### src/sv/gbop_pkg.sv
// gbop_pkg: types and constants for the offset planner
// used by gbop_cell, gbop_scan and greedy_breadth_offset_planner_core
package gbop_pkg;
	localparam int unsigned TableDepthDefault = 256;
	localparam logic [30:0] IntMax = 31'h7FFF_FFFF;

	localparam logic [1:0] StatusNew = 2'd0;
	localparam logic [1:0] StatusFound = 2'd1;
	localparam logic [1:0] StatusFull = 2'd2;

	typedef struct packed {
		logic [9:0] id;
		logic [15:0] first;
		logic [15:0] last;
		logic [30:0] offset;
		logic [30:0] size;
	} entry_t;

	typedef enum logic [1:0] {
		ST_IDLE,
		ST_SCAN,
		ST_INSERT,
		ST_DONE
	} state_t;

	typedef struct packed {
		logic shift;  // rotate the ring by one
		logic load;   // write the new entry at cell zero
		logic clear;  // drop all valid bits
	} ctl_t;
endpackage

### src/sv/gbop_cell.sv
// gbop_cell: one slot of the placed-tensor ring
// depends on gbop_pkg
module gbop_cell (
	input logic clk,
	input logic arst_n,
	input gbop_pkg::ctl_t ctl,
	input gbop_pkg::entry_t prev_entry,
	input logic prev_valid,
	input gbop_pkg::entry_t load_entry,
	output gbop_pkg::entry_t entry,
	output logic valid
);
	gbop_pkg::entry_t entry_q;
	logic valid_q;

	always_ff @(posedge clk or negedge arst_n) begin
		if (!arst_n) begin
			valid_q <= 1'b0;
		end else if (ctl.clear) begin
			valid_q <= 1'b0;
		end else if (ctl.load) begin
			valid_q <= 1'b1;
		end else if (ctl.shift) begin
			valid_q <= prev_valid;
		end
	end

	always_ff @(posedge clk) begin
		if (ctl.load) begin
			entry_q <= load_entry;
		end else if (ctl.shift) begin
			entry_q <= prev_entry;
		end
	end

	assign entry = entry_q;
	assign valid = valid_q;
endmodule

### config.mk
export PLATFORM = sky130hd
export DESIGN_NAME = gbop_cell
export DESIGN_NICKNAME = d
export VERILOG_FILES = /design/src/sv/gbop_pkg.sv /design/src/sv/gbop_cell.sv
export SDC_FILE = /design/constraint.sdc
export NUM_CORES = 1
export LEC_CHECK = 0
export BUFFER_PORTS_ARGS = -buffer_cell sky130_fd_sc_hd__buf_4
export CAP_MARGIN = 10
export CELL_PAD_IN_SITES_DETAIL_PLACEMENT = 2
export CELL_PAD_IN_SITES_GLOBAL_PLACEMENT = 2
export CORE_ASPECT_RATIO = 0.75
export CORE_UTILIZATION = 26
export DETAILED_ROUTE_END_ITERATION = 8
export PLACE_DENSITY_LB_ADDON = 0.1
export SLEW_MARGIN = 10
export SYNTH_ARGS = -nofsm -noshare
export SYNTH_HDL_FRONTEND = slang
export SYNTH_SLANG_ARGS = --single-unit
export TNS_END_PERCENT = 10
### constraint.sdc
create_clock -name clk -period 0.8 [get_ports clk]
set_clock_uncertainty 0.1 [all_clocks]
set_input_delay 0 -clock clk [delete_from_list [all_inputs] [get_ports clk]]
set_output_delay 0 -clock clk [all_outputs]
set_load 0.01 [all_outputs]
==> flow_metrics.env, run 1 <==
export IMPL_tns_ns=-18.05
export IMPL_portBuffers=318
export IMPL_wl_um=15200
export IMPL_slew_viol_final=0
export IMPL_cts_buffers_inserted=9
export IMPL_netlist_area_mm2=0.00458
export IMPL_hold_violations=104
export IMPL_required_ns=0.70
export IMPL_cp_arrival_ns=0.97
export IMPL_ys_warn_count=0
export IMPL_nFillCells=1631
export IMPL_outcome="complete, but fails checks"
export IMPL_worst_setup_path_type="flop to output pin"
export IMPL_powerDensity_mw_per_mm2=1860
export IMPL_fmax_mhz=935
export IMPL_place_ws_ns=-0.412
export IMPL_hold_start="load_entry[78]"
export IMPL_grt_pass1_wl_um=21300
export IMPL_postLayoutCellArea_mm2=0.00814
export IMPL_setup_violations=106
export IMPL_area_growth_pct=77.5
export IMPL_cp_max_fo=2
export IMPL_drive_gt1_share_pct=80.2
export IMPL_fin_cells=801
export IMPL_grt_max_degree=35
export IMPL_yosysSeqAreaShare_pct=68.7
export IMPL_synth_top_cells_by_area="edfxtp_1 (68%), mux2_2 (16%), mux2_4 (12%)"
export IMPL_fin_nets=774
export IMPL_dr_total_vias=3332
export IMPL_die_x_um=155
export IMPL_grt_pass1_vias=3755
export IMPL_final_util_pct=47.8
export IMPL_endpoint_kind="output pin"
export IMPL_worstMarginPinSlew_ns=0.221
export IMPL_clock_latency_ns=0.34
export IMPL_firstDrtPassIters=4
export IMPL_hold_slack_ns=-0.153
export IMPL_ir_drop_v=0.000976
export IMPL_synth_avg_cell_area_um2=20.4
export IMPL_reg2reg_from="valid"
export IMPL_yosysTopAreaCellShare_pct=68.1
export IMPL_relSlewSlack_pct=85.2
export IMPL_dp_cells=780
export IMPL_synth_nets=439
export IMPL_antenna_left=0
export IMPL_wire_per_inst_um=19.0
export IMPL_drc=0
export IMPL_startpoint="valid"
export IMPL_core_mm2=0.0170
export IMPL_period_needed_ns=1.07
export IMPL_die_h_um=117
export IMPL_placed_cell_area_mm2=0.00737
export IMPL_cts_tree="built"
export IMPL_antenna_cells=0
export IMPL_clk_pin_slew_ns=0.07
export IMPL_gr_total_overflow=0
export IMPL_drtIter0Drc=77
export IMPL_syn_inst=225
export IMPL_rsz0062_at_grt="true"
export IMPL_yosysUniqueCellTypes=10
export IMPL_root_buffer="clkbuf_16"
export IMPL_initial_core_util_pct=26.9
export IMPL_cts_sinks=105
export IMPL_hold_path_class="input port to flop"
export IMPL_grt_antenna_before_repair=0
export IMPL_hpwl_um=12200
export IMPL_die_area_mm2=0.0182
export IMPL_maxCapViolations=0
export IMPL_viasPerCell=4.16
export IMPL_grt_use_total_pct=16.3
export IMPL_rows=41
export IMPL_ys_ff_latch=105
export IMPL_gp_congestion=0.735
export IMPL_fin_ws_ns=-0.270
export IMPL_power_leakage_uw=0.00360
export IMPL_num_io_pins=319
export IMPL_violations="hold timing, setup timing"
export IMPL_yosys_area_top_type="edfxtp_1"
export IMPL_htree_levels=3
export IMPL_start_kind="flop"
export IMPL_clock_path_buffers=2
export IMPL_period_share_pct=134
[critical path, stage by stage (launching register included)]
cell	delay, ns
dfrtp_1	0.40
buf_6	0.12
buf_6	0.11
[timing repair]
item	in CTS	in global routing
pin swaps	0	1
resized for setup	85	22
buffers inserted	1	0
hold buffers	3	1
hold endpoints to repair	106	105
endpoints found under the setup margin	126	117
[cell type report]
type                    instances  area [um^2]  area share (%)
clock buffers                  10          229            2.81
well taps                     236          295            3.63
flip-flops and latches        105         3150            38.7
clock inverters                 6         82.6            1.01
inverters                       1         3.75          0.0461
repair buffers                336         3030            37.2
multi-input cells             107         1350            16.6
[cell families after synthesis]
kind of cell	Yosys count	synth area share, %
AOI/OAI and AO/OA	1	0.109
buffers and inverters	13	2.21
DFF	105	68.7
muxes	105	28.9
and+or+nand+nor	1	0.137
[Yosys cell counts]
cell        n
edfxtp_1  104
mux2_2     66
mux2_4     38
buf_2       6
buf_6       6
a21oi_1     1
dfrtp_1     1
inv_1       1
mux2i_1     1
or2_2       1
[flip-flops by register name, summed over array words and instances, names as in the netlist]
signal and flops:
entry 104, valid 1
[final timing paths]
path	depth (start not counted)	end	slack (ns)
max in group asynchronous	3	valid	0.12
min in group asynchronous	3	valid	0.38
worst max-delay path	2	valid	-0.27
worst min-delay path	2	entry[78]	-0.15
worst min register to register	3	valid	0.64
worst max register to register	3	valid	-0.19
[where the power goes]
group	total, uW	switching [uW]	internal, uW
Combinational	3390	1130	2250
Sequential	7040	284	6760
Clock	4710	1980	2730
[placed cells by master, fill, tap and decap left out, drive strengths merged]
cell         instances
inv                  1
buf                332
or2                  1
clkbuf              10
mux2               104
dfrtp                1
a21oi                1
bufinv               2
edfxtp             104
dlygate4sd3          4
clkinv               4
mux2i                1
[routing by layer]
metal / global-route usage (%) / routed length, um
met3: 8.58 / 1890
met2: 30.3 / 8100
met1: 16.0 / 5110
met4: 4.31 / 132
met5: 0 / 0
[per-stage QoR]
stage / total power [uW] / hold WS [ns]
2_1_floorplan: 8100 / -0.396
3_3_place_gp: 10000 / -0.324
3_5_place_dp: 10100 / -0.323
4_1_cts: 15300 / -0.169
5_1_grt: 15800 / -0.167
6_report: 15100 / -0.153
Note: power is estimated with default switching activity, not from simulation.
==> run 2, diff against run 1 <==
Settings changed: PLACE_DENSITY set to 0.89, PLACE_DENSITY_LB_ADDON 0.1 to not set.
==> run 2 against run 1 <==
Effect of this change:
- the flow still finishes with violations (hold timing, setup timing)
- die area stayed put
- flip-flop and latch count unchanged
- fmax decreased by 0.31%
- clock power shrank 15%
- critical path type unchanged
- highest routed layer unchanged
==> flow_metrics.env, run 2 (synthesized netlist as in run 1, its figures left out) <==
export IMPL_outcome="complete, but fails checks"
export IMPL_violations="hold timing, setup timing"
export IMPL_powerDensity_mw_per_mm2=1800
export IMPL_clk_pin_slew_ns=0.07
export IMPL_wl_um=16200
export IMPL_dp_cells=783
export IMPL_max_stage_delay_ns=0.41
export IMPL_fin_ws_ns=-0.273
export IMPL_wire_per_inst_um=20.2
export IMPL_final_common_cell="buf_4"
export IMPL_fin_cells=802
export IMPL_initial_core_util_pct=26.9
export IMPL_worstMarginPinSlew_ns=0.338
export IMPL_setup_violations=252
export IMPL_crit_path_top_delay_cell="dfrtp_1"
export IMPL_r2r_cells=2
export IMPL_gr_total_overflow=0
export IMPL_rows=41
export IMPL_drive_gt1_share_pct=80.0
export IMPL_cp_arrival_ns=0.97
export IMPL_rsz0062_at_grt="true"
export IMPL_grt_use_total_pct=17.2
export IMPL_slew_viol_final=0
export IMPL_grt_pass1_vias=3974
export IMPL_die_h_um=117
export IMPL_viasPerCell=4.23
export IMPL_period_share_pct=134
export IMPL_crit_top_cell="buf_6"
export IMPL_grt_max_degree=54
export IMPL_r2r_end="valid"
export IMPL_clock_latency_ns=0.34
export IMPL_cts_tree="built"
export IMPL_r2r_slack_ns=-0.08
export IMPL_clock_path_buffers=2
export IMPL_drc=0
export IMPL_start_kind="flop"
export IMPL_cp_depth=2
export IMPL_path_delay_family="flip-flops"
export IMPL_portBuffers=318
export IMPL_worst_setup_path_type="flop to output pin"
export IMPL_antenna_left=0
export IMPL_cp_endpoint="valid"
export IMPL_antenna_cells=0
export IMPL_hold_violations=104
export IMPL_endpoint_kind="output pin"
export IMPL_relSlewSlack_pct=77.5
export IMPL_ir_drop_v=0.000912
export IMPL_fmax_mhz=932
export IMPL_startpoint="valid"
export IMPL_gp_congestion=0.741
export IMPL_cp_max_fo=2
export IMPL_grt_pass1_wl_um=22900
export IMPL_postLayoutCellArea_mm2=0.00805
export IMPL_hold_slack_ns=-0.143
export IMPL_path_buf_inv=2
export IMPL_reg2reg_from="valid"
export IMPL_final_cell_mix="buf_4 (225), edfxtp_1 (104), buf_6 (104)"
export IMPL_area_growth_pct=75.6
export IMPL_root_buffer="clkbuf_16"
export IMPL_largest_register_ffs=104
export IMPL_hpwl_um=13000
export IMPL_num_io_pins=319
export IMPL_drtIter0Drc=105
export IMPL_fin_nets=776
export IMPL_die_area_mm2=0.0182
export IMPL_die_x_um=155
export IMPL_required_ns=0.70
export IMPL_crit_chain="buf_6 -> buf_6"
export IMPL_maxCapViolations=0
export IMPL_dr_total_vias=3391
export IMPL_hold_path_class="input port to flop"
export IMPL_placed_cell_area_mm2=0.00735
export IMPL_cts_buffers_inserted=9
export IMPL_power_leakage_uw=0.00356
export IMPL_firstDrtPassIters=4
export IMPL_htree_levels=3
export IMPL_core_mm2=0.0170
export IMPL_grt_antenna_before_repair=0
export IMPL_cts_sinks=105
export IMPL_period_needed_ns=1.07
## run 2: final cells by class
type	count	area [um^2]
Clock buffer	9	225
Clock inverter	6	36.3
Fill cell	1631	8980
Inverter	1	3.75
Multi-Input combinational cell	107	1340
Sequential cell	105	3150
Tap cell	236	295
Timing Repair Buffer	338	3000
## run 2: timing repair
action                     4_1_cts  5_1_grt
setup endpoints to repair      250      275
gates cloned                     0        0
setup buffers                    0        0
hold buffers                     3        1
hold endpoints to repair       106      105
gates resized for setup         94       11
## run 2: how the worst min path moves through the flow
stage / from / end / slack (ns) / cells past startpoint
finish: load_entry[74] / entry[74] / -0.14 / 2
CTS: load_entry[74] / entry[74] / -0.16 / 2
global route: load_entry[68] / entry[68] / -0.16 / 2
floorplan: arst_n / valid / -0.40 / 0
detailed placement: arst_n / valid / -0.32 / 1
global placement: arst_n / valid / -0.32 / 1
## run 2: per-stage QoR
stage	TNS (ns)	util [%]	worst slack [ns]	power (uW)	hold WS [ns]
3_5_place_dp	-78.34	43.2	-0.412	10200	-0.321
6_report	-24.64	47.3	-0.273	14500	-0.143
5_1_grt	-30.50	47.3	-0.313	15100	-0.159
3_3_place_gp	-70.98	43.2	-0.374	9990	-0.321
4_1_cts	-24.46	47.0	-0.290	14600	-0.160
2_1_floorplan	-111.32	-	-0.878	8100	-0.396
## run 2: report_power, final
group	switching [uW]	internal, uW
clock network	1940	2070
registers	314	6760
logic	1170	2240
total	3420	11100
## run 2: per-layer routing
metal	vias up	share of wire [%]	GRT usage [%]
met5	-	0	0
met4	0	1.3	3.73
met3	16	11	8.21
met2	195	54	33.0
met1	1630	33	16.7
li1	1550	-	-
==> run 3, diff against run 2 <==
Settings changed: CORE_UTILIZATION 26 to 23, PLACE_DENSITY 0.89 to 0.83.
Clock period 0.8 ns to 0.88 ns, I/O delays scaled along.
==> run 3 against run 2 <==
Effect of this change:
- the flow still finishes with violations (hold timing, setup timing)
- hold slack got worse by 0.010 ns
- die area increased by 13%
- design area increased by 0.78%
- highest routed layer unchanged
- count of clock-buffer cells in the layout increased by 1
- register-to-register slack improved by 0.10 ns
- final cell count increased by 2.9%
- first-iteration DRC count increased by 17%
- global-route usage decreased by 2.1 points
- sequential share of layout area decreased by 0.30 points
- sequential power decreased by 9.3%
==> flow_metrics.env, run 3 (synthesized netlist as in run 1, its figures left out) <==
export IMPL_wl_um=15700
export IMPL_largest_register_ffs=104
export IMPL_cts_setup_buffers=0
export IMPL_gp_congestion=0.745
export IMPL_cts_buffers_inserted=9
export IMPL_maxCapViolations=0
export IMPL_relSlewSlack_pct=79.4
export IMPL_die_h_um=124
export IMPL_fin_ws_ns=-0.149
export IMPL_viasPerCell=4.12
export IMPL_hold_violations=103
export IMPL_path_delay_family="flip-flops"
export IMPL_initial_core_util_pct=23.6
export IMPL_cts_tree="built"
export IMPL_worstMarginPinSlew_ns=0.308
export IMPL_start_kind="flop"
export IMPL_period_share_pct=117
export IMPL_firstDrtPassIters=4
export IMPL_core_mm2=0.0194
export IMPL_crit_chain="buf_6"
export IMPL_clock_path_buffers=2
export IMPL_gr_total_overflow=0
export IMPL_outcome="complete, but fails checks"
export IMPL_die_area_mm2=0.0205
export IMPL_rsz0062_at_grt="true"
export IMPL_cp_arrival_ns=0.93
export IMPL_dr_total_vias=3402
export IMPL_grt_max_degree=50
export IMPL_setup_violations=108
export IMPL_crit_path_top_delay_cell="edfxtp_1"
export IMPL_drive_gt1_share_pct=79.4
export IMPL_cts_sinks=105
export IMPL_worst_setup_path_type="flop to output pin"
export IMPL_required_ns=0.78
export IMPL_power_leakage_uw=0.00358
export IMPL_htree_levels=3
export IMPL_cp_max_fo=1
export IMPL_rows=44
export IMPL_dp_cells=801
export IMPL_fmax_mhz=971
export IMPL_antenna_left=0
export IMPL_max_stage_delay_ns=0.43
export IMPL_period_needed_ns=1.03
export IMPL_fin_nets=781
export IMPL_area_growth_pct=77.0
export IMPL_antenna_cells=0
export IMPL_fin_cells=825
export IMPL_drc=0
export IMPL_grt_pass1_vias=3962
export IMPL_powerDensity_mw_per_mm2=1640
export IMPL_grt_use_total_pct=15.1
export IMPL_slew_viol_final=0
export IMPL_root_buffer="clkbuf_16"
export IMPL_portBuffers=318
export IMPL_final_common_cell="buf_4"
export IMPL_path_buf_inv=1
export IMPL_ir_drop_v=0.000911
export IMPL_violations="hold timing, setup timing"
export IMPL_endpoint_kind="output pin"
export IMPL_wire_per_inst_um=19.1
export IMPL_num_io_pins=319
export IMPL_grt_pass1_wl_um=22500
export IMPL_hpwl_um=12600
export IMPL_hold_path_class="input port to flop"
export IMPL_clock_latency_ns=0.35
export IMPL_drtIter0Drc=123
export IMPL_final_cell_mix="buf_4 (229), edfxtp_1 (104), buf_6 (101)"
export IMPL_clk_pin_slew_ns=0.08
export IMPL_grt_antenna_before_repair=0
export IMPL_final_util_pct=41.7
export IMPL_die_x_um=165
export IMPL_hold_slack_ns=-0.153
==> run 3: per-layer routing <==
metal / global-route usage (%) / wire [um]
met1: 15.4 / 5540
met2: 27.4 / 8290
met3: 7.03 / 1690
met4: 3.35 / 200
met5: 0 / 0
==> run 3: path summary, 6_finish.rpt <==
kind	slack, ns	to	cells after the start	startpoint
max in group asynchronous	0.19	valid	3	arst_n
min in group asynchronous	0.39	valid	3	arst_n
worst min register to register	0.58	valid	2	valid
worst max-delay path	-0.15	entry[47]	1	entry[47]
worst max register to register	0.02	valid	2	valid
worst min-delay path	-0.15	entry[81]	2	load_entry[81]
==> run 3: power by group <==
group	total, uW	internal (uW)	switching (uW)
Combinational	3090	2040	1060
Clock	3750	1930	1820
Sequential	6420	6150	275
Total	13300	10100	3150
==> run 3: repair_timing <==
action                                  CTS  global route
gates resized for setup                  87            14
cloned                                    0             0
endpoints found under the setup margin  105           106
hold buffers                              4             4
hold endpoints to repair                106           104
==> run 3: metrics by stage <==
step	hold WS (ns)	worst slack [ns]	cell area [um^2]	TNS [ns]	power [uW]
2_1_floorplan	-0.396	-0.798	4600	-94.67	7360
3_3_place_gp	-0.324	-0.290	7380	-53.38	9110
3_5_place_dp	-0.323	-0.307	7380	-56.37	9250
4_1_cts	-0.173	-0.177	8020	-12.28	13400
5_1_grt	-0.171	-0.194	8110	-14.59	13800
6_report	-0.153	-0.149	8110	-9.61	13300
==> run 3: layout make-up <==
class	count	area [um^2]
inverters	1	3.75
multi-input cells	107	1340
clock inverters	6	41.3
flip-flops and latches	105	3150
well taps	253	317
repair buffers	343	3040
fillers	1927	11300
clock buffers	10	229
