### config.mk
export PLATFORM = sky130hd
export DESIGN_NAME = gbop_scan
export DESIGN_NICKNAME = d
export VERILOG_FILES = /design/src/sv/gbop_pkg.sv /design/src/sv/gbop_scan.sv
export SDC_FILE = /design/constraint.sdc
export NUM_CORES = 1
export LEC_CHECK = 0
export ABC_CLOCK_PERIOD_IN_PS = 6700
export BUFFER_PORTS_ARGS = -buffer_cell sky130_fd_sc_hd__buf_4
export CELL_PAD_IN_SITES_DETAIL_PLACEMENT = 0
export CELL_PAD_IN_SITES_GLOBAL_PLACEMENT = 1
export CORE_UTILIZATION = 35
export DETAILED_ROUTE_END_ITERATION = 12
export PLACE_DENSITY = 0.72
export SKIP_CTS_REPAIR_TIMING = 1
export SYNTH_ARGS = -nofsm -noshare
export SYNTH_HDL_FRONTEND = slang
export SYNTH_SLANG_ARGS = --single-unit
### constraint.sdc
create_clock -name clk -period 6.7 [get_ports clk]
set_clock_uncertainty 0.2 [all_clocks]
set_input_delay 0.335 -clock clk [delete_from_list [all_inputs] [get_ports clk]]
set_output_delay 0.335 -clock clk [all_outputs]
set_load 0.02 [all_outputs]
### src/sv/gbop_pkg.sv
// gbop_pkg: types and constants for the offset planner
// used by gbop_cell, gbop_scan and greedy_breadth_offset_planner_core
package gbop_pkg;
	localparam int unsigned TableDepthDefault = 256;
	localparam logic [30:0] IntMax = 31'h7FFF_FFFF;

	localparam logic [1:0] StatusNew = 2'd0;
	localparam logic [1:0] StatusFound = 2'd1;
	localparam logic [1:0] StatusFull = 2'd2;

	typedef struct packed {
		logic [9:0] id;
		logic [15:0] first;
		logic [15:0] last;
		logic [30:0] offset;
		logic [30:0] size;
	} entry_t;

	typedef enum logic [1:0] {
		ST_IDLE,
		ST_SCAN,
		ST_INSERT,
		ST_DONE
	} state_t;

	typedef struct packed {
		logic shift;  // rotate the ring by one
		logic load;   // write the new entry at cell zero
		logic clear;  // drop all valid bits
	} ctl_t;
endpackage

### src/sv/gbop_scan.sv
// gbop_scan: per-entry id match and gap search step on the ring head
// depends on gbop_pkg
module gbop_scan (
	input logic clk,
	input logic start_scan,
	input logic step,
	input gbop_pkg::entry_t head,
	input logic [9:0] id,
	input logic [15:0] first,
	input logic [15:0] last,
	input logic [30:0] size,
	output logic hit,
	output logic [30:0] hit_offset,
	output logic [31:0] best
);
	logic [31:0] prev_q, best_q, small_q;
	logic found_q, hit_q;
	logic [30:0] hit_off_q;
	logic [15:0] lo, hi;
	logic [31:0] xo, xe, gap;
	logic fits;

	always_comb begin
		lo = (first > head.first) ? first : head.first;
		hi = (last < head.last) ? last : head.last;
		xo = {1'b0, head.offset};
		xe = {1'b0, head.offset} + {1'b0, head.size};
		gap = xo - prev_q;
		fits = (lo <= hi) && (xo >= prev_q) && (gap >= {1'b0, size})
			&& (!found_q || gap < small_q);
	end

	always_ff @(posedge clk) begin
		if (start_scan) begin
			prev_q <= '0;
			best_q <= '0;
			small_q <= '0;
			found_q <= 1'b0;
			hit_q <= 1'b0;
		end else if (step) begin
			if (head.id == id && !hit_q) begin
				hit_q <= 1'b1;
				hit_off_q <= head.offset;
			end
			if (fits) begin
				small_q <= gap;
				best_q <= prev_q;
				found_q <= 1'b1;
			end
			if (lo <= hi && xe > prev_q) prev_q <= xe;
		end
	end

	assign hit = hit_q;
	assign hit_offset = hit_off_q;
	assign best = found_q ? best_q : prev_q;
endmodule

==> results of run 1 <==
layout by cell type (no fill, tap or decap), types with 9 or more instances in the layout:
master,netlist,layout
buf_4,2,263
nor2_1,69,68
inv_1,152,152
a22o_1,13,13
edfxtp_1,31,31
ha_1,203,203
nor3_1,19,19
a211oi_1,27,27
xor2_1,25,25
dlygate4sd3_1,0,31
and4_1,9,9
xnor2_1,35,35
clkbuf_16,0,17
mux2_2,18,18
nor2b_1,16,16
a21oi_1,170,170
or3_1,13,13
a21o_1,49,49
o21ai_0,78,78
o21a_1,18,18
nand3_1,26,26
o31ai_1,53,53
o211ai_1,15,15
o21ai_1,9,9
and3_1,13,13
nand2_1,131,131
nand4_1,78,78
dfxtp_1,98,97
registers in the layout, summed over array words and instances, names as in the netlist:
name / flops
small_q: 32
found_q: 1
hit_offset: 31
hit: 1
prev_q: 32
best_q: 32
metrics by stage:
step / hold WS [ns] / total power (µW)
6_report: 0.102 / 4060
4_1_cts: -0.104 / 4060
5_1_grt: 0.106 / 4360
3_3_place_gp: 0.248 / 3140
2_1_floorplan: 0.234 / 2520
3_5_place_dp: 0.257 / 3180
power by group through the flow:
stage | Combinational [µW] | Clock [µW] | Sequential, µW
after floorplan | 1600 | 0 | 914
final | 2270 | 871 | 913
after CTS | 2260 | 883 | 912
after detailed placement | 2250 | 0 | 928
after global placement | 2210 | 0 | 928
after global routing | 2530 | 913 | 920
how the worst max path moves through the flow:
| stage | startpoint | end | slack (ns) | cells past startpoint |
|---|---|---|---|---|
| 2_1_floorplan | start_scan | hit_offset[0] | 1.49 | 4 |
| 3_3_place_gp | head[36] | small_q[25] | 0.54 | 19 |
| 3_5_place_dp | head[87] | small_q[0] | 0.56 | 22 |
| 4_1_cts | prev_q[5] | small_q[18] | 0.63 | 19 |
| 5_1_grt | head[44] | small_q[0] | 0.09 | 20 |
| 6_report | head[44] | small_q[18] | 0.47 | 20 |
layer usage:
| layer | share of wire, % | track usage, % | up-vias |
|---|---|---|---|
| li1 | - | - | 6452 |
| met1 | 45 | 29.4 | 6080 |
| met2 | 47 | 37.8 | 364 |
| met3 | 5.7 | 4.38 | 48 |
| met4 | 2.0 | 7.05 | 0 |
| met5 | 0 | 0 | - |
logic make-up (layout without fill, tap and decap cells):
kind of cell             Yosys count  count (layout)  share of synthesized area, %
XOR/XNOR                          60              60                          4.07
buffers and inverters            231             478                          7.37
adder cells (fa/ha/maj)          205             205                          20.0
AO/OA/AOI/OAI                    541             541                          27.9
multiplexers                      22              22                          1.88
AND/OR/NAND/NOR                  416             416                          16.5
flip-flops                       129             129                          22.4
final cells by class:
| type | count | area, µm² |
|---|---|---|
| Inverter | 152 | 571 |
| Multi-Input combinational cell | 1244 | 9110 |
| Sequential cell | 129 | 2890 |
| Clock buffer | 22 | 474 |
| Fill cell | 3716 | 20500 |
| Timing Repair Buffer | 294 | 2280 |
| Clock inverter | 10 | 58.8 |
| Tap cell | 468 | 586 |
==> summary.md, run 1 <==
| Metric | Value |
|---|---|
| Row count | `70` |
| Cells after DPL | `2,256` |
| Vias in the first global route | `12,400` |
| Largest net degree at the start of global routing | `76` |
| Placement-stage worst setup slack | `0.561 ns` |
| Int Power | `2220 µW` |
| Tcrit/Tclk final | `93.0%` |
| Pwr Density | `254 nW/µm²` |
| Synth warn | `0` |
| Design Area, Final | `16,000 µm²` |
| Worst path arrival time | `6.35 ns` |
| Hold crit path type | `in2reg` |
| CTS tree | `built` |
| Fmax | `0.160 GHz` |
| R2R setup slack | `0.65 ns` |
| Clock latency on the worst-skew pair | `0.43 ns` |
| Die area | `37,700 µm²` |
| Post-synthesis sequential area ratio | `22.4%` |
| Die span in y | `194 µm` |
| Die width | `194 µm` |
| Core area | `36,400 µm²` |
| Number of detailed-route iterations in the first pass | `5` |
| Total grt overflow | `0` |
| Post-Layout Cell Count | `2,319` |
| Clock tree buffer depth | `2` |
| Relative slew slack | `19.8%` |
| Placed Area | `15,100 µm²` |
| Antenna Cells | `0` |
| Share of power burned in the clock network | `21.5%` |
| Ys flop type | `dfxtp_1` |
| Max-cap violations | `0` |
| Final hold vios | `0` |
| Final core utilization | `43.8%` |
| Initial Util | `35.5%` |
| Residual DRC | `0` |
| Hold worst-path end | `best_q[24]` |
| EDFF count, synth | `31` |
| Largest stage delay on the critical path | `0.55 ns` |
| Clock transition at the registers of the reported paths | `0.06 ns` |
| CP required | `6.82 ns` |
| Top delay family on crit path | `compound AO/OA/AOI/OAI gates` |
| Wire length per cell | `19.0 µm` |
| Initial antenna violation count | `0` |
| Worst Hold Launch | `start_scan` |
| Critical path cell sequence | `dlygate4sd3_1 > buf_4 > ha_1 > o21a_1 > o211ai_1 > or4_1 > o21ai_0 > nor2_1 > o31ai_1 > or3_1 > ha_1 > a211oi_1 > o221ai_1 > a211oi_1 > o21ai_0 > a21oi_1 > o22a_1 > buf_4 > nor3_4 > a31o_1` |
| First-pass GRT wire length | `67,600 µm` |
| WL final | `44,000 µm` |
| Worst Setup Start Kind | `input port` |
| Finish-stage setup viols | `0` |
| Kind of critical path | `in2reg` |
| Leak Pwr | `0.00683 µW` |
| Commonest cells in the synthesized netlist | `ha_1 (203), a21oi_1 (170), inv_1 (152)` |
| Comb power frac | `56.1%` |
| Share of layout cells above drive strength 1 | `18.4%` |
| Hold depth | `2` |
| Sw Share | `45.3%` |
| IO Pins | `244` |
| Fraction of registers with async set/reset | `0%` |
| Top cell type's share of synthesized area | `19.6%` |
| Worst Slack Setup Final | `0.469 ns` |
| Gr usage total | `22.7%` |
| Mean Syn Cell Area | `8.06 µm²` |
| Seq cells post-synth | `129` |
| RR Endpoint | `small_q[18]` |
| Outcome | `complete, no violations` |
| Gpl congestion | `0.899` |
| Via Count | `12,900` |
| DR iter-0 viols | `1,036` |
| Count leader, synth | `ha_1` |
| H-tree level count | `4` |
| Dpl hpwl | `35,000 µm` |
| Tmin final | `6.23 ns` |
| Synthesized cell area | `12,900 µm²` |
| Syn nets | `1,989` |
| Area grow syn2layout | `23.6%` |
| NumNets Final | `2,223` |
| Synth unique cells | `86` |
| Unrepaired setup endpoints after global routing | `false` |
| Final total negative setup slack | `0 ns` |
| Port Buffer Count | `243` |
| Mapped Cells | `1,604` |
| Slew Limit Fails | `0` |
| Inserted Clock Buffers | `17` |
| Slowest-stage cell, CP | `dlygate4sd3_1` |
| Sequential Power Share | `22.5%` |
| Crit Path Max Fanout | `52` |
| Worst Path Buf+Inv | `3` |
| Vias per inst | `5.58` |
| Top cells by area, synth | `ha_1 (20%), dfxtp_1 (15%), edfxtp_1 (7.2%)` |
| Slew @ Worst Pin | `1.19 ns` |
| Clk sinks | `129` |
| Root Driver | `clkbuf_16` |
| Post-DRT Antenna Nets | `0` |
| Cell accounting for the most synthesized area | `ha_1` |
| Peak VDD IR | `183 µV` |
| Endpoint class of the critical path | `register` |
| FF-to-FF Start | `prev_q[14]` |
| P_sw | `1840 µW` |
| R2R cell count | `19` |
Note: power is estimated with default switching activity, not from simulation.
==> run 2, diff against run 1 <==
Settings changed: REMOVE_ABC_BUFFERS set to 1.
==> run 2 against run 1 <==
Final cell count up 0.22%. Count of clock-buffer cells in the layout grew 2. Combinational power up 4%. Final area increased by 0.82%.
==> summary.md, run 2 (synthesized netlist as in run 1, its figures left out) <==
| Metric | Value |
|---|---|
| Dpl hpwl | `35,700 µm` |
| Crit Path Max Fanout | `10` |
| Die span in y | `194 µm` |
| Die area | `37,700 µm²` |
| Largest net degree at the start of global routing | `58` |
| CP required | `6.81 ns` |
| Endpoint class of the critical path | `register` |
| Vias per inst | `5.63` |
| Pwr Density | `262 nW/µm²` |
| Post-DRT Antenna Nets | `0` |
| Worst Slack Setup Final | `0.325 ns` |
| Final total negative setup slack | `0 ns` |
| NumNets Final | `2,228` |
| Fmax | `0.157 GHz` |
| WL final | `46,000 µm` |
| Most common cell after layout, fill and taps aside | `buf_4` |
| Hold depth | `4` |
| R2R setup slack | `0.99 ns` |
| Via Count | `13,100` |
| Final hold vios | `0` |
| Hold worst-path end | `prev_q[0]` |
| Number of detailed-route iterations in the first pass | `5` |
| Kind of critical path | `in2reg` |
| Tmin final | `6.38 ns` |
| Tcrit/Tclk final | `95.2%` |
| Clock transition at the registers of the reported paths | `0.06 ns` |
| Worst Hold Launch | `head[0]` |
| Finish-stage setup viols | `0` |
| FF-to-FF Start | `prev_q[13]` |
| Most frequent cells in the layout | `buf_4 (265), ha_1 (203), a21oi_1 (170)` |
| Initial Util | `35.5%` |
| Clock tree buffer depth | `2` |
| Gpl congestion | `0.913` |
| Slew @ Worst Pin | `1.27 ns` |
| Relative slew slack | `14.7%` |
| Peak VDD IR | `175 µV` |
| Inserted Clock Buffers | `17` |
| Hold crit path type | `in2reg` |
| Fillcell total | `3,679` |
| Slew Limit Fails | `0` |
| Placement-stage worst setup slack | `-0.0396 ns` |
| Die width | `194 µm` |
| Row count | `70` |
| Unrepaired setup endpoints after global routing | `false` |
| Design Area, Final | `16,100 µm²` |
| Area grow syn2layout | `24.6%` |
| Wire length per cell | `19.8 µm` |
| Outcome | `complete, no violations` |
| Share of layout cells above drive strength 1 | `18.6%` |
| Gr usage total | `24.0%` |
| Top Registers | `best_q x32, prev_q x32, small_q x32` |
| Residual DRC | `0` |
| R2R cell count | `19` |
| Leak Pwr | `0.00688 µW` |
| CTS tree | `built` |
| Clock latency on the worst-skew pair | `0.44 ns` |
| Root Driver | `clkbuf_16` |
| Initial antenna violation count | `0` |
| Worst Setup Start Kind | `input port` |
| First-pass GRT wire length | `70,700 µm` |
| Vias in the first global route | `12,600` |
| Total grt overflow | `0` |
| IO Pins | `244` |
| Worst path arrival time | `6.49 ns` |
| H-tree level count | `4` |
| Core area | `36,400 µm²` |
| Max-cap violations | `0` |
| Clk sinks | `129` |
| Placed Area | `15,200 µm²` |
| Antenna Cells | `0` |
| RR Endpoint | `best_q[15]` |
| DR iter-0 viols | `921` |
| Port Buffer Count | `243` |
run 2: changes by cell type in the layout (fill, tap and decap cells not counted), sizes merged:
cell | before | now
buf | 263 | 268
inv | 155 | 152
clkbuf | 22 | 24
bufinv | 0 | 1
clkinv | 5 | 6
clkinvlp | 2 | 1
run 2: through the flow:
stage	std cells	hold WS [ns]	total power [µW]	utilization, %
3_3_place_gp	2261	0.245	3230	41.7
2_1_floorplan	1525	0.200	2400	-
4_1_cts	2293	-0.120	4210	43.4
5_1_grt	2324	0.214	4530	44.2
6_report	2324	0.186	4220	44.2
3_5_place_dp	2261	0.256	3250	41.7
run 2: power by group:
| part | switching [µW] | internal, µW | total, µW |
|---|---|---|---|
| combinational | 1480 | 885 | 2360 |
| sequential | 44.1 | 869 | 913 |
| clock | 375 | 573 | 948 |
| total | 1890 | 2330 | 4220 |
run 2: critical path, cell delays in order:
cell	delay (ns)
dlygate4sd3_1	0.54
buf_4	0.15
ha_1	0.36
a211o_1	0.32
a21oi_1	0.23
a21oi_2	0.15
o21ai_1	0.35
a31oi_2	0.24
a31oi_1	0.38
o21ai_1	0.17
xnor2_1	0.15
ha_1	0.30
nand4_1	0.17
nor4_1	0.73
nand3_1	0.31
or3_1	0.51
nand3_1	0.29
nor2_2	0.07
buf_4	0.19
o2111a_1	0.18
a311o_1	0.35
run 2: worst max path at each step:
stage | from | to
final | head[39] | prev_q[29]
after global routing | head[37] | prev_q[14]
after CTS | head[31] | prev_q[30]
after detailed placement | head[31] | prev_q[30]
after global placement | head[31] | prev_q[30]
after floorplan | head[87] | best_q[25]
run 2: area by class of cell:
type	instances	area [µm²]	share of cell area [%]
inverters	152	571	3.54
flip-flops and latches	129	2890	18.0
repair buffers	299	2360	14.7
well taps	468	586	3.64
clock inverters	8	75.1	0.466
multi-input cells	1244	9110	56.5
clock buffers	24	514	3.19
run 2: routing by layer:
metal | global-route usage, % | part of all wire (%) | vias up
li1 | - | - | 6456
met1 | 32.0 | 46 | 6185
met2 | 40.3 | 47 | 397
met3 | 3.39 | 5.0 | 39
met4 | 6.26 | 1.6 | 0
met5 | 0 | 0 | -
==> run 3, diff against run 2 <==
Settings changed: CORE_MARGIN set to 2.
==> run 3 against run 2 <==
Register-to-register slack improved by 0.04 ns. Count of clock-buffer cells in the layout fell by 1. Critical path depth up 1. Clock power decreased by 2.2%. Final area is 0.15% lower. Largest power group unchanged. Highest routed layer unchanged.
==> summary.md, run 3 (synthesized netlist as in run 1, its figures left out) <==
| Metric | Value |
|---|---|
| Crit path to | `prev_q[14]` |
| Root Driver | `clkbuf_16` |
| Tcrit/Tclk final | `91.2%` |
| Initial antenna violation count | `0` |
| NumNets Final | `2,231` |
| Via Count | `13,100` |
| First-pass GRT wire length | `70,700 µm` |
| Endpoint class of the critical path | `register` |
| Fillcell total | `3,696` |
| RR Endpoint | `small_q[8]` |
| Antenna Cells | `0` |
| Final total negative setup slack | `0 ns` |
| Top Registers | `best_q x32, prev_q x32, small_q x32` |
| Most frequent cells in the layout | `buf_4 (270), ha_1 (203), a21oi_1 (170)` |
| Worst path arrival time | `6.20 ns` |
| Slew Limit Fails | `0` |
| FF-to-FF Start | `prev_q[13]` |
| Kind of critical path | `in2reg` |
| CTS tree | `built` |
| Total grt overflow | `0` |
| Cells after DPL | `2,264` |
| Multi-input gate area | `9110 µm²` |
| Pwr Density | `260 nW/µm²` |
| Die area | `38,500 µm²` |
| Port Buffer Count | `243` |
| Outcome | `complete, no violations` |
| Max-cap violations | `0` |
| Clk sinks | `129` |
| Number of detailed-route iterations in the first pass | `5` |
| Core area | `36,500 µm²` |
| R2R setup slack | `1.03 ns` |
| Post-DRT Antenna Nets | `0` |
| Leak Pwr | `0.00688 µW` |
| Unrepaired setup endpoints after global routing | `false` |
| Die span in y | `196 µm` |
| Total power draw | `4170 µW` |
| Peak VDD IR | `167 µV` |
| Fmax | `0.164 GHz` |
| Post-Layout Cell Count | `2,327` |
| Largest net degree at the start of global routing | `67` |
| DR iter-0 viols | `787` |
| CP required | `6.79 ns` |
| Clock latency on the worst-skew pair | `0.44 ns` |
| Hold crit path type | `in2reg` |
| Slew @ Worst Pin | `1.26 ns` |
| Finish-stage setup viols | `0` |
| Area grow syn2layout | `24.4%` |
| Worst Setup SP | `head[31]` |
| IO Pins | `244` |
| Dpl hpwl | `35,600 µm` |
| Initial Util | `35.4%` |
| Area occupied by registers | `2890 µm²` |
| Final hold vios | `0` |
| Most common cell after layout, fill and taps aside | `buf_4` |
| Crit Path Max Fanout | `21` |
| WL final | `46,000 µm` |
| Inserted Clock Buffers | `17` |
| Gpl congestion | `0.906` |
| Die width | `196 µm` |
| Vias per inst | `5.61` |
| Wire length per cell | `19.8 µm` |
| Row count | `70` |
| Vias in the first global route | `12,700` |
| Residual DRC | `0` |
| H-tree level count | `4` |
| R2R cell count | `19` |
| Tmin final | `6.11 ns` |
| Share of layout cells above drive strength 1 | `18.8%` |
| Gr usage total | `23.4%` |
| Worst Setup Start Kind | `input port` |
| Relative slew slack | `15.2%` |
| Clock tree buffer depth | `2` |
| Clock transition at the registers of the reported paths | `0.06 ns` |
-- run 3: cell types whose count changed in the layout (fill, tap and decap cells not counted) --
cell,delta
clkbuf_16,-1
buf_12,-2
o22a_2,+1
o22a_1,-1
clkinvlp_4,+1
inv_4,+2
buf_4,+5
clkinv_4,-2
-- run 3: worst min path at each step --
stage	start	endpoint	slack, ns	cells after the start
2_1_floorplan	start_scan	small_q[13]	0.20	1
3_3_place_gp	small_q[27]	small_q[27]	0.24	2
3_5_place_dp	small_q[27]	small_q[27]	0.25	2
4_1_cts	head[31]	hit_offset[0]	-0.12	1
5_1_grt	head[0]	prev_q[0]	0.18	4
6_report	head[0]	prev_q[0]	0.12	4
-- run 3: cell type report --
| type | instances | area share, % |
|---|---|---|
| flip-flops and latches | 129 | 18.0 |
| clock buffers | 23 | 3.04 |
| well taps | 468 | 3.64 |
| multi-input cells | 1244 | 56.6 |
| repair buffers | 302 | 14.7 |
| clock inverters | 9 | 0.482 |
| inverters | 152 | 3.55 |
-- run 3: metal layers --
metal | track usage (%) | up-vias | share of wire [%]
met1 | 31.4 | 6128 | 47
met3 | 2.85 | 48 | 5.2
met4 | 7.60 | 0 | 2.3
li1 | - | 6466 | -
met5 | 0 | - | 0
met2 | 39.1 | 413 | 46
-- run 3: per-stage QoR --
| stage | hold slack (ns) | setup WS [ns] | utilization, % | cell area (µm²) |
|---|---|---|---|---|
| after global routing | 0.175 | 0.165 | 44.0 | 16100 |
| after detailed placement | 0.250 | 0.766 | 41.6 | 15200 |
| after global placement | 0.244 | 0.894 | 41.6 | 15200 |
| after CTS | -0.115 | 1.04 | 43.2 | 15800 |
| final | 0.119 | 0.588 | 44.0 | 16100 |
| after floorplan | 0.200 | 0.990 | - | 12500 |
-- run 3: critical path, stage by stage --
cell	delay (ns)
dlygate4sd3_1	0.53
buf_4	0.12
ha_1	0.18
inv_1	0.06
fa_1	0.40
nand2b_1	0.18
a21oi_1	0.22
o2111ai_1	0.32
a211oi_1	0.69
o2111ai_1	0.25
a31oi_1	0.30
xor2_1	0.12
ha_1	0.31
nand4_1	0.13
nor4_1	0.45
nand3_1	0.17
or3_1	0.38
nand3_1	0.18
or2_1	0.31
buf_4	0.35
a2111o_1	0.15
a21oi_1	0.05
-- run 3: power breakdown --
| group | total, µW | internal [µW] | leakage (µW) | switching [µW] |
|---|---|---|---|---|
| combinational | 2340 | 872 | 0.00553 | 1470 |
| clock | 927 | 550 | 0.000279 | 377 |
| sequential | 907 | 869 | 0.00107 | 37.9 |
| total | 4170 | 2290 | 0.00688 | 1880 |
